==> src/rtl/dhcp_oar_pkg.sv <==
// Package for the DHCP offer/ack responder: item types, register indexes,
// message codes and the fixed layout constants of request and reply.
// No dependencies.
`default_nettype none

package dhcp_oar_pkg;

  // Request parsing limits and layout (byte offsets into the BOOTP payload).
  localparam int unsigned MaxMessageBytesDef = 548;
  localparam int unsigned PosW               = 10;
  localparam int unsigned ChaddrAt           = 28;
  localparam int unsigned ChaddrLen          = 16;
  localparam int unsigned ChaddrIdxW         = $clog2(ChaddrLen);
  localparam int unsigned OptionsAt          = 236;
  localparam int unsigned WalkAt             = 240;
  localparam int unsigned MinLength          = 243;

  // Reply layout.
  localparam int unsigned ReplyBytes    = 274;
  localparam int unsigned ReplyWords    = 35;
  localparam int unsigned WordIdxW      = $clog2(ReplyWords);
  localparam int unsigned LastWordBytes = ReplyBytes - 8 * (ReplyWords - 1);
  localparam int unsigned ReplyPadBytes = ReplyWords * 8;

  // Register reset values.
  localparam logic [31:0] OfferedAddrRst = 32'hc0a8_0410;
  localparam logic [31:0] LeaseRst       = 32'd86400;

  // Option codes.
  localparam logic [7:0] OptPad       = 8'd0;
  localparam logic [7:0] OptSubnet    = 8'd1;
  localparam logic [7:0] OptRouter    = 8'd3;
  localparam logic [7:0] OptDns       = 8'd6;
  localparam logic [7:0] OptLease     = 8'd51;
  localparam logic [7:0] OptMsgType   = 8'd53;
  localparam logic [7:0] OptServerId  = 8'd54;
  localparam logic [7:0] OptEnd       = 8'd255;

  // Message types.
  localparam logic [7:0] MsgDiscover = 8'd1;
  localparam logic [7:0] MsgOffer    = 8'd2;
  localparam logic [7:0] MsgRequest  = 8'd3;
  localparam logic [7:0] MsgAck      = 8'd5;
  localparam logic [7:0] BootReply   = 8'd2;

  typedef enum logic [1:0] {
    CfgServerAddr  = 2'd0,
    CfgSubnetMask  = 2'd1,
    CfgOfferedAddr = 2'd2,
    CfgLeaseSecs   = 2'd3
  } cfg_reg_e;

  typedef enum logic [1:0] {
    PhCode   = 2'd0,
    PhLength = 2'd1,
    PhSkip   = 2'd2,
    PhType   = 2'd3
  } opt_phase_e;

  typedef struct packed {
    logic [7:0] payload_byte;
    logic       end_of_packet;
  } req_item_t;

  typedef struct packed {
    logic [63:0] reply_word;
    logic [3:0]  valid_bytes;
    logic        last_word;
  } reply_item_t;

  function automatic logic [7:0] cookie_byte(input logic [1:0] idx);
    logic [7:0] b;
    unique case (idx)
      2'd0:    b = 8'h63;
      2'd1:    b = 8'h82;
      2'd2:    b = 8'h53;
      default: b = 8'h63;
    endcase
    return b;
  endfunction

endpackage

`default_nettype wire

==> src/rtl/dhcp_offer_ack_responder.sv <==
// DHCP offer/ack responder top level: request parser and reply word streamer.
// Depends on dhcp_oar_pkg.
`default_nettype none

// The block takes one request byte per cycle on the input channel and parses it
// on the fly: hardware type, address length, transaction id, flags and the
// 16-byte client hardware address are captured, the magic cookie is checked and
// the option list is walked for the first message-type option of length one. When the byte
// marked end_of_packet is accepted, a Discover starts an Offer and a Request
// starts an Ack; anything else gives nothing and the parser is ready for the
// next packet in the following cycle. A reply is 35 words of 64 bits (274 bytes,
// the last word carries 2 bytes), sent from a single output register at one word
// per cycle while the output side does not stall. The input stalls for the whole
// burst, since the reply is built from the fields of the request just parsed;
// outside a burst every cycle can take a byte. Bytes beyond MaxMessageBytes are
// not parsed, but end_of_packet on them still ends the packet. Configuration
// registers may be written only while no burst runs.
module dhcp_offer_ack_responder #(
  parameter int unsigned MaxMessageBytes = dhcp_oar_pkg::MaxMessageBytesDef
) (
  input  wire                        clk_i,
  input  wire                        rst_ni,
  // Configuration write port.
  input  wire                        cfg_we_i,
  input  wire  [1:0]                 cfg_index_i,
  input  wire  [31:0]                cfg_data_i,
  // Request byte channel.
  input  wire                        in_valid_i,
  output logic                       in_stall_o,
  input  wire  dhcp_oar_pkg::req_item_t in_item_i,
  // Reply word channel.
  output logic                       out_valid_o,
  input  wire                        out_stall_i,
  output dhcp_oar_pkg::reply_item_t  out_item_o
);
  import dhcp_oar_pkg::*;

  // Configuration registers.
  logic [31:0] server_addr_q, subnet_mask_q, offered_addr_q, lease_q;

  // Parse state.
  logic [PosW-1:0] pos_q, pos_n, pos_d;
  opt_phase_e      phase_q, phase_n, phase_d;
  logic [7:0]      opt_code_q, opt_code_n, opt_code_d;
  logic [7:0]      opt_left_q, opt_left_n, opt_left_d;
  logic            stopped_q, stopped_n, stopped_d;
  logic            cookie_ok_q, cookie_ok_n, cookie_ok_d;
  logic [7:0]      found_type_q, found_type_n, found_type_d;

  // Captured request fields; these outlive the packet for the reply.
  logic [7:0]  hw_type_q, hw_type_d;
  logic [7:0]  hw_len_q, hw_len_d;
  logic [31:0] xid_q, xid_d;
  logic [15:0] flags_q, flags_d;
  logic [7:0]  chaddr_q [ChaddrLen];
  logic                  chaddr_we;
  logic [ChaddrIdxW-1:0] chaddr_idx;

  // Reply burst control.
  logic                busy_q, busy_d;
  logic [WordIdxW-1:0] word_idx_q, word_idx_d;
  logic [7:0]          reply_type_q, reply_type_d;
  logic                out_valid_q, out_valid_d;
  reply_item_t         out_item_q, out_item_d;

  logic       in_acc;
  logic       start;
  logic       load;
  logic [7:0] b;

  assign in_acc = in_valid_i && !in_stall_o;
  assign b      = in_item_i.payload_byte;

  always_ff @(posedge clk_i or negedge rst_ni) begin
    if (!rst_ni) begin
      server_addr_q  <= '0;
      subnet_mask_q  <= '0;
      offered_addr_q <= OfferedAddrRst;
      lease_q        <= LeaseRst;
    end else if (cfg_we_i) begin
      unique case (cfg_reg_e'(cfg_index_i))
        CfgServerAddr:  server_addr_q  <= cfg_data_i;
        CfgSubnetMask:  subnet_mask_q  <= cfg_data_i;
        CfgOfferedAddr: offered_addr_q <= cfg_data_i;
        CfgLeaseSecs:   lease_q        <= cfg_data_i;
        default: ;
      endcase
    end
  end

  // Field capture, cookie check and option walk for one accepted byte.
  always_comb begin
    pos_n        = pos_q;
    phase_n      = phase_q;
    opt_code_n   = opt_code_q;
    opt_left_n   = opt_left_q;
    stopped_n    = stopped_q;
    cookie_ok_n  = cookie_ok_q;
    found_type_n = found_type_q;
    hw_type_d    = hw_type_q;
    hw_len_d     = hw_len_q;
    xid_d        = xid_q;
    flags_d      = flags_q;
    chaddr_we    = 1'b0;
    chaddr_idx   = ChaddrIdxW'(pos_q - PosW'(ChaddrAt));
    if (in_acc && (pos_q < PosW'(MaxMessageBytes))) begin
      pos_n = pos_q + PosW'(1);
      priority if (pos_q == PosW'(1)) begin
        hw_type_d = b;
      end else if (pos_q == PosW'(2)) begin
        hw_len_d = b;
      end else if (pos_q >= PosW'(4) && pos_q <= PosW'(7)) begin
        xid_d = {xid_q[23:0], b};
      end else if (pos_q == PosW'(10) || pos_q == PosW'(11)) begin
        flags_d = {flags_q[7:0], b};
      end else if (pos_q >= PosW'(ChaddrAt) && pos_q < PosW'(ChaddrAt + ChaddrLen)) begin
        chaddr_we = 1'b1;
      end else if (pos_q >= PosW'(OptionsAt) && pos_q < PosW'(WalkAt)) begin
        if (b != cookie_byte(2'(pos_q - PosW'(OptionsAt)))) cookie_ok_n = 1'b0;
      end else if (pos_q >= PosW'(WalkAt) && !stopped_q) begin
        unique case (phase_q)
          PhCode: begin
            if (b == OptEnd) begin
              stopped_n = 1'b1;
            end else if (b != OptPad) begin
              opt_code_n = b;
              phase_n    = PhLength;
            end
          end
          PhLength: begin
            opt_left_n = b;
            if (opt_code_q == OptMsgType && b == 8'd1) phase_n = PhType;
            else if (b == 8'd0)                        phase_n = PhCode;
            else                                       phase_n = PhSkip;
          end
          PhType: begin
            found_type_n = b;
            stopped_n    = 1'b1;
          end
          default: begin
            opt_left_n = opt_left_q - 8'd1;
            if (opt_left_n == 8'd0) phase_n = PhCode;
          end
        endcase
      end else begin
        // Bytes outside the captured fields carry nothing for the reply.
      end
    end
  end

  // The last byte decides on a reply and returns the parser to its start.
  always_comb begin
    start = in_acc && in_item_i.end_of_packet && (pos_n >= PosW'(MinLength)) &&
            cookie_ok_n && stopped_n &&
            (found_type_n == MsgDiscover || found_type_n == MsgRequest);
    reply_type_d = reply_type_q;
    if (start) reply_type_d = (found_type_n == MsgDiscover) ? MsgOffer : MsgAck;
    if (in_acc && in_item_i.end_of_packet) begin
      pos_d        = '0;
      phase_d      = PhCode;
      opt_code_d   = '0;
      opt_left_d   = '0;
      stopped_d    = 1'b0;
      cookie_ok_d  = 1'b1;
      found_type_d = '0;
    end else begin
      pos_d        = pos_n;
      phase_d      = phase_n;
      opt_code_d   = opt_code_n;
      opt_left_d   = opt_left_n;
      stopped_d    = stopped_n;
      cookie_ok_d  = cookie_ok_n;
      found_type_d = found_type_n;
    end
  end

  always_ff @(posedge clk_i or negedge rst_ni) begin
    if (!rst_ni) begin
      pos_q        <= '0;
      phase_q      <= PhCode;
      opt_code_q   <= '0;
      opt_left_q   <= '0;
      stopped_q    <= 1'b0;
      cookie_ok_q  <= 1'b1;
      found_type_q <= '0;
      hw_type_q    <= '0;
      hw_len_q     <= '0;
      xid_q        <= '0;
      flags_q      <= '0;
      busy_q       <= 1'b0;
      word_idx_q   <= '0;
      out_valid_q  <= 1'b0;
    end else begin
      pos_q        <= pos_d;
      phase_q      <= phase_d;
      opt_code_q   <= opt_code_d;
      opt_left_q   <= opt_left_d;
      stopped_q    <= stopped_d;
      cookie_ok_q  <= cookie_ok_d;
      found_type_q <= found_type_d;
      hw_type_q    <= hw_type_d;
      hw_len_q     <= hw_len_d;
      xid_q        <= xid_d;
      flags_q      <= flags_d;
      busy_q       <= busy_d;
      word_idx_q   <= word_idx_d;
      out_valid_q  <= out_valid_d;
    end
  end

  // The client address holds no reset value; every reply follows a packet
  // long enough to have written all of it.
  always_ff @(posedge clk_i) begin
    if (chaddr_we) chaddr_q[chaddr_idx] <= b;
  end

  always_ff @(posedge clk_i) begin
    reply_type_q <= reply_type_d;
    out_item_q   <= out_item_d;
  end

  // Reply image. Most bytes are constants; the rest come from registers.
  logic [7:0] r [ReplyPadBytes];

  always_comb begin
    for (int i = 0; i < ReplyPadBytes; i++) r[i] = 8'd0;
    r[0] = BootReply;
    r[1] = hw_type_q;
    r[2] = hw_len_q;
    for (int i = 0; i < 4; i++) begin
      r[4 + i]   = xid_q[31 - 8*i -: 8];
      r[16 + i]  = offered_addr_q[31 - 8*i -: 8];
      r[20 + i]  = server_addr_q[31 - 8*i -: 8];
      r[OptionsAt + i] = cookie_byte(2'(i));
      r[245 + i] = server_addr_q[31 - 8*i -: 8];
      r[251 + i] = subnet_mask_q[31 - 8*i -: 8];
      r[257 + i] = server_addr_q[31 - 8*i -: 8];
      r[263 + i] = server_addr_q[31 - 8*i -: 8];
      r[269 + i] = lease_q[31 - 8*i -: 8];
    end
    r[10] = flags_q[15:8];
    r[11] = flags_q[7:0];
    for (int i = 0; i < ChaddrLen; i++) r[ChaddrAt + i] = chaddr_q[i];
    r[240] = OptMsgType;  r[241] = 8'd1; r[242] = reply_type_q;
    r[243] = OptServerId; r[244] = 8'd4;
    r[249] = OptSubnet;   r[250] = 8'd4;
    r[255] = OptRouter;   r[256] = 8'd4;
    r[261] = OptDns;      r[262] = 8'd4;
    r[267] = OptLease;    r[268] = 8'd4;
    r[ReplyBytes - 1] = OptEnd;
  end

  // Burst control: one word moves into the output register whenever it is
  // empty or its word is being taken.
  logic last_idx;
  assign last_idx = (word_idx_q == WordIdxW'(ReplyWords - 1));
  assign load     = busy_q && (!out_valid_q || !out_stall_i);

  always_comb begin
    busy_d      = busy_q;
    word_idx_d  = word_idx_q;
    out_valid_d = load || (out_valid_q && out_stall_i);
    out_item_d  = out_item_q;
    if (start) begin
      busy_d     = 1'b1;
      word_idx_d = '0;
    end
    if (load) begin
      for (int j = 0; j < 8; j++) begin
        out_item_d.reply_word[63 - 8*j -: 8] = r[{word_idx_q, 3'(j)}];
      end
      out_item_d.valid_bytes = last_idx ? 4'(LastWordBytes) : 4'd8;
      out_item_d.last_word   = last_idx;
      word_idx_d = word_idx_q + WordIdxW'(1);
      if (last_idx) busy_d = 1'b0;
    end
  end

  assign in_stall_o  = busy_q;
  assign out_valid_o = out_valid_q;
  assign out_item_o  = out_item_q;

  // A word that is not the final one can only sit in the output register
  // while the burst that produced it is still running.
  assert property (@(posedge clk_i) disable iff (!rst_ni)
    out_valid_o && !out_item_o.last_word |-> busy_q)
    else $error("non-final reply word without a running burst");

  // The word counter never runs past the end of the reply.
  assert property (@(posedge clk_i) disable iff (!rst_ni)
    busy_q |-> word_idx_q <= WordIdxW'(ReplyWords - 1))
    else $error("reply word index out of range");

  // A burst starts only right after the last byte of a packet was taken.
  assert property (@(posedge clk_i) disable iff (!rst_ni)
    $rose(busy_q) |-> $past(in_valid_i && !in_stall_o && in_item_i.end_of_packet))
    else $error("reply burst started without an end of packet");

endmodule

`default_nettype wire

==> config.mk <==
export PLATFORM = sky130hd
export DESIGN_NAME = dhcp_offer_ack_responder
export DESIGN_NICKNAME = d
export VERILOG_FILES = /design/src/rtl/dhcp_oar_pkg.sv /design/src/rtl/dhcp_offer_ack_responder.sv
export SDC_FILE = /design/constraint.sdc
export NUM_CORES = 1
export LEC_CHECK = 0
export ABC_AREA = 1
export BUFFER_PORTS_ARGS = -buffer_cell sky130_fd_sc_hd__buf_2
export CAP_MARGIN = 20
export CELL_PAD_IN_SITES_DETAIL_PLACEMENT = 0
export CELL_PAD_IN_SITES_GLOBAL_PLACEMENT = 1
export CORE_ASPECT_RATIO = 0.8
export CORE_MARGIN = 10
export CORE_UTILIZATION = 46
export DETAILED_ROUTE_END_ITERATION = 16
export PLACE_DENSITY = 0.75
export SYNTH_ARGS = -nofsm -noshare
export SYNTH_HDL_FRONTEND = slang
export SYNTH_SLANG_ARGS = --single-unit
==> constraint.sdc <==
create_clock -name clk_i -period 7.15 [get_ports clk_i]
set_input_delay 1.43 -clock clk_i [delete_from_list [all_inputs] [get_ports clk_i]]
set_output_delay 1.43 -clock clk_i [all_outputs]
set_load 0.01 [all_outputs]
== After elaboration in Yosys (flattened, before gate mapping) ==
Memory sizes are Yosys's and may differ from the RTL's.
Index checks and enable logic that the tools add are counted.

* Register bits: 315
* RAM bits: 128
* Input bits: 48
* Word-level logic and storage cells: 246
* Memories kept: 1

{| class="wikitable"
|+ Memories
! name !! depth !! width !! rd ports !! clocked after memory_dff !! wr ports !! line !! text
|-
| chaddr_q || 16 || 8 || 16 || 0 || 1 || dhcp_offer_ack_responder.sv:55 || <nowiki>logic [7:0] chaddr_q [ChaddrLen];</nowiki>
|}

* $add $sub $neg: 5
* $lt $le $gt $ge: 17
* Equality and inequality tests: 29
* Multiplexer cells: 116
* Bitwise operators: 11
* Reduce and logical (&&, ||, !) cells: 45

{| class="wikitable"
|+ Operator list
! operator !! count
|-
| 8-bit binary-select mux with 9-bit select || 8
|-
| 8-bit 2-to-1 mux || 54
|-
| 10-bit greater-or-equal comparator, second input constant || 8
|-
| 9-bit inverter with 10-bit output || 8
|-
| 8-bit one-hot mux with 2 select lines || 2
|-
| 10-bit by 8-bit greater-or-equal comparator with 1-bit output, second input constant || 3
|-
| 1-bit 2-to-1 mux || 30
|-
| 2-bit 2-to-1 mux || 14
|-
| 10-bit by 4-bit equality test with 1-bit output, second input constant || 2
|-
| 10-bit 2-to-1 mux || 2
|-
| 8-bit by 1-bit equality test with 1-bit output, second input constant || 2
|-
| 8-bit zero test || 2
|-
| 2-bit by 1-bit inequality test with 1-bit output, second input constant || 8
|-
| 1-bit logical AND || 14
|-
| 6-bit 2-to-1 mux || 2
|-
| 12-bit AND reduction || 1
|-
| 11-bit AND reduction || 1
|-
| 10-bit by 1-bit adder with 10-bit output, second input constant || 1
|-
| 10-bit by 1-bit equality test with 1-bit output, second input constant || 1
|-
| 10-bit by 2-bit equality test with 1-bit output, second input constant || 1
|-
| 10-bit by 3-bit greater-or-equal comparator with 1-bit output, second input constant || 1
|-
| 10-bit by 5-bit greater-or-equal comparator with 1-bit output, second input constant || 1
|-
| 10-bit by 3-bit <= comparator with 1-bit output, second input constant || 1
|-
| 10-bit < comparator, second input constant || 1
|-
| 32 further kinds || 55
|}

== Longest topological paths before layout ==
* Word-level depth: 25
* Mapped depth: 17
* Mapped depth without buffers: 16

== Worst setup path after synthesis ==
No wires, ideal clock.

* Kind: input-to-reg
* Start: input port out_stall_i
* End: register word_idx_q[1]
* Library setup time: 0.065 ns
* Arrival: 6.085 ns
* Data required time: 7.085 ns
* Setup slack: 1.000 ns
* Stages on the path: 4
* Path buffers: 0
* Path through: a21oi_1 -> inv_1 -> or2_2 -> nand2_1

* Longest elaborated chain between the ends: 4

{| class="wikitable"
|+ Ends and longest elaborated chain
! what !! line !! text
|-
| from (decl) || dhcp_offer_ack_responder.sv:33 || <nowiki>input wire out_stall_i,</nowiki>
|-
| 1-bit zero test (*) || dhcp_offer_ack_responder.sv:257 || <nowiki>assign load = busy_q && (!out_valid_q || !out_stall_i);</nowiki>
|-
| 1-bit logical OR (*) || dhcp_offer_ack_responder.sv:257 ||
|-
| 1-bit logical AND (*) || dhcp_offer_ack_responder.sv:257 ||
|-
| 6-bit 2-to-1 mux / 2-bit nonzero test (equally long branches) || -- ||
|-
| to (signal assigned) || dhcp_offer_ack_responder.sv:206 || <nowiki>word_idx_q <= word_idx_d;</nowiki>
|-
| to (decl) || dhcp_offer_ack_responder.sv:61 || <nowiki>logic [WordIdxW-1:0] word_idx_q, word_idx_d;</nowiki>
|}

Every way passes the cells marked *; elsewhere a longest branch is shown, timed or not.
A chain may end at the register's enable or synchronous reset.

== Final worst setup path ==
* Start: register word_idx_q[1]
* End: register out_item_q, in the netlist out_item_o[21] (data pin)

* Longest elaborated chain between the ends: 4

{| class="wikitable"
|+ Ends and longest elaborated chain
! what !! line !! text
|-
| 9-bit inverter with 10-bit output (implied by the code) || dhcp_offer_ack_responder.sv:270 || <nowiki>out_item_d.reply_word[63 - 8*j -: 8] = r[{word_idx_q, 3'(j)}];</nowiki>
|-
| 8-bit binary-select mux with 9-bit select || dhcp_offer_ack_responder.sv:270 ||
|-
| 8-bit 2-to-1 mux (implied by the code) (2 in a row) || dhcp_offer_ack_responder.sv:270 ||
|-
| to (signal assigned) || dhcp_offer_ack_responder.sv:219 || <nowiki>out_item_q <= out_item_d;</nowiki>
|-
| to (decl) || dhcp_offer_ack_responder.sv:64 || <nowiki>reply_item_t out_item_q, out_item_d;</nowiki>
|}

No other way between the ends. The select of a mux whose other input is x is not followed.

==> metrics.cfg <==
[run_status]
status=complete, no violations

[flow_run]
cap_violations=0

[worst_setup_path]
crit_type=reg2reg
worstPathMaxFanout=30
cp-start-kind=flip-flop
cp.required_ps=7590
crit_path_end_kind=flip-flop
worstPathArrival_ps=4090

[layout]
drive_above_1_share_pct=13.30
nNetsFinal=2116
num-fill-cells=3853
register_area_mm2=0.01186
final_area_mm2=0.02207
multiInputGateArea_mm2=0.006648
antennaDiodeCount=0
fin_util_pct=52.67
area_delta_synth_final_pct=12.97

[global_route]
grtUsageTotal_pct=26.90
grt_max_degree=153
antenna_found_initial=5
overflow=0
grt_pass1_vias=15120
grt_pass1_wl_um=102900

[yosys]
synth_seq_area_share_pct=60.68
synth_edf_count=196
synth_seq_cells=434
yosysUniqueCellTypes=61
syn_inst=1984
yosys_warnings=0
async_flop_share_pct=54.84
syn_area_mm2=0.01954
synth_ff_type=dfrtp_1
post_synth.cell_area_avg_um2=9.849

[clock_tree]
cts_tree=done
clock_path_buffers=3
insertion_delay_ps=570
cts_setup_buffers=0
cts_resized=0
cts.htree.levels=2
cts_hold_buf=0
cts_root_buf=clkbuf_16
clkTransAtPathRegs_ps=60
cts_buffers=45
cts_sinks=434

[placement]
portBuffers=116
place_hpwl_um=49320
globalplace.congestion=0.9539
placed_area_mm2=0.02056

[floorplan]
io_pins=119
die_area_mm2=0.05118
num_rows=67
core_area_mm2=0.04192
initial_core_util_pct=46.62
die_w_um=250.4
die_y_um=204.4

[sta]
worst-slew-pin-transition_ps=1166
max_freq_mhz=273.6
holdWs_ps=485.2
slew_headroom_pct=21.99
hold_viol_final=0
slew_violations=0
fin_crit_ps=3655
min_period_over_period_pct=51.11
rsz0062_at_grt=false
setup_viol=0
setup_tns_ps=0
fin_worst_skew_ps=10.03

[detailed_routing]
vias=16050
antenna_left=0
vias_per_cell=6.071
wl_per_cell_um=26.72
drt_iter0_drc=2351
wirelength_um=70610
drc=0
drt_pass1_iterations=6

[pwr]
leakage_nw=9.276
fin_total_pwr_mw=8.069
power_density_mw_per_mm2=365.5
peakVddDrop_v=0.0001815

[min_path]
min_path_type=reg2reg

[cells by family (layout without fill, tap and decap cells)]
family / count (synthesis) / in the layout / synth area share [%]
AND/OR/NAND/NOR: 696 / 696 / 14.91
XOR/XNOR: 10 / 10 / 0.4482
AO/OA/AOI/OAI: 549 / 549 / 16.96
adder cells (fa/ha/maj): 12 / 12 / 0.7683
flip-flops: 434 / 434 / 60.68
other: 1 / 2 / 0.01919
multiplexers: 11 / 11 / 0.6338
buffers and inverters: 271 / 377 / 5.583
[area by class of cell]
class / instances / area share [%]
Clock buffer: 59 / 5.623
Clock inverter: 23 / 1.241
Inverter: 157 / 2.670
Multi-Input combinational cell: 1280 / 30.11
Sequential cell: 434 / 53.73
Tap cell: 552 / 3.129
Timing Repair Buffer: 138 / 3.497
[per-layer routing]
metal	share of wire [%]	GRT usage, %	vias to the layer above
met2	42	37.76	975
li1	-	-	7029
met3	13	9.364	130
met1	42	38.54	7903
met4	2.6	7.691	8
met5	0.075	0	-
[where the power goes]
part	switching, mW	internal (mW)	total (mW)
clock network	1.02	1.41	2.43
logic	1.70	0.671	2.37
registers	0.275	3.00	3.27
[flip-flops by register name, indices dropped and copies added, names as in the netlist, 2 cells and up]
register and flops:
lease_q 32, offered_addr_q 32, phase_q 2, subnet_mask_q 32
flags_q 16, hw_type_q 8, chaddr_q 128, xid_q 32
out_item_o 66, found_type_q 8, pos_q 10, opt_left_q 8
hw_len_q 8, word_idx_q 6, server_addr_q 32, opt_code_q 8
reply_type_q 2
[critical path: stages (launching register included)]
cell and delay, ps:
dfrtp_1 830, inv_1 80, buf_4 280, nor2_4 580, buf_4 490, a221oi_1 180, o311ai_0 560, buf_4 260
nand2_1 70, nand2_1 90
[cells in the mapped netlist, types with 5 or more instances]
| library cell | n | area, um^2 |
|---|---|---|
| nand2_1 | 458 | 1719 |
| o21ai_0 | 288 | 1441 |
| dfrtp_1 | 225 | 5630 |
| edfxtp_1 | 196 | 5886 |
| inv_1 | 145 | 544.3 |
| nor2_1 | 125 | 469.2 |
| a21oi_1 | 81 | 405.4 |
| clkbuf_1 | 75 | 281.5 |
| nand3_1 | 63 | 315.3 |
| a221oi_1 | 53 | 464.2 |
| o211ai_1 | 24 | 180.2 |
| buf_2 | 20 | 100.1 |
| a22oi_1 | 13 | 97.59 |
| dfstp_2 | 13 | 341.6 |
| ha_1 | 12 | 150.1 |
| o311ai_0 | 12 | 105.1 |
| buf_1 | 11 | 41.29 |
| o32ai_1 | 11 | 96.34 |
| a22o_1 | 10 | 87.58 |
| inv_2 | 10 | 37.54 |
| o22ai_1 | 10 | 62.56 |
| nor3_1 | 8 | 40.04 |
| o31ai_1 | 8 | 60.06 |
| nand2_2 | 7 | 43.79 |
| nor2_2 | 7 | 43.79 |
| o21ai_1 | 7 | 35.03 |
| o221ai_1 | 7 | 61.31 |
| mux2_1 | 6 | 67.56 |
| nor2_4 | 6 | 67.56 |
| xor2_1 | 6 | 52.55 |
| mux2_2 | 5 | 56.30 |
[per-stage QoR]
| step | instances | setup WS (ps) |
|---|---|---|
| detailed placement | 2561 | 3067 |
| floorplan | 1985 | 999.6 |
| global route | 2643 | 3340 |
| global placement | 2560 | 2954 |
| CTS | 2643 | 3612 |
| finish | 2643 | 3496 |
[worst paths after layout]
| check | to | slack, ps | startpoint | depth (start not counted) |
|---|---|---|---|---|
| max | out_item_o[21]$_DFFE_PP_ | 3500 | word_idx_q[1]$_DFFE_PN0P_ | 9 |
| min | lease_q[24]$_DFFE_PN0P_ | 490 | lease_q[24]$_DFFE_PN0P_ | 2 |
| max reg2reg | out_item_o[21]$_DFFE_PP_ | 3500 | word_idx_q[1]$_DFFE_PN0P_ | 9 |
| min reg2reg | lease_q[24]$_DFFE_PN0P_ | 490 | lease_q[24]$_DFFE_PN0P_ | 2 |
| max in group asynchronous | word_idx_q[2]$_DFFE_PN0P_ | 4860 | rst_ni | 2 |
| min in group asynchronous | offered_addr_q[1]$_DFFE_PN0P_ | 840 | rst_ni | 1 |
[layout by cell type, fill, tap and decap left out, types with 20 or more instances in the layout]
master,instances
a21oi_1,80
dfrtp_1,223
edfxtp_1,196
o21ai_0,288
nand3_1,59
buf_2,115
a221oi_1,53
o211ai_1,24
nor2_1,123
buf_4,20
clkbuf_16,47
inv_1,145
nand2_1,458
Power figures use the tool's default switching activity.
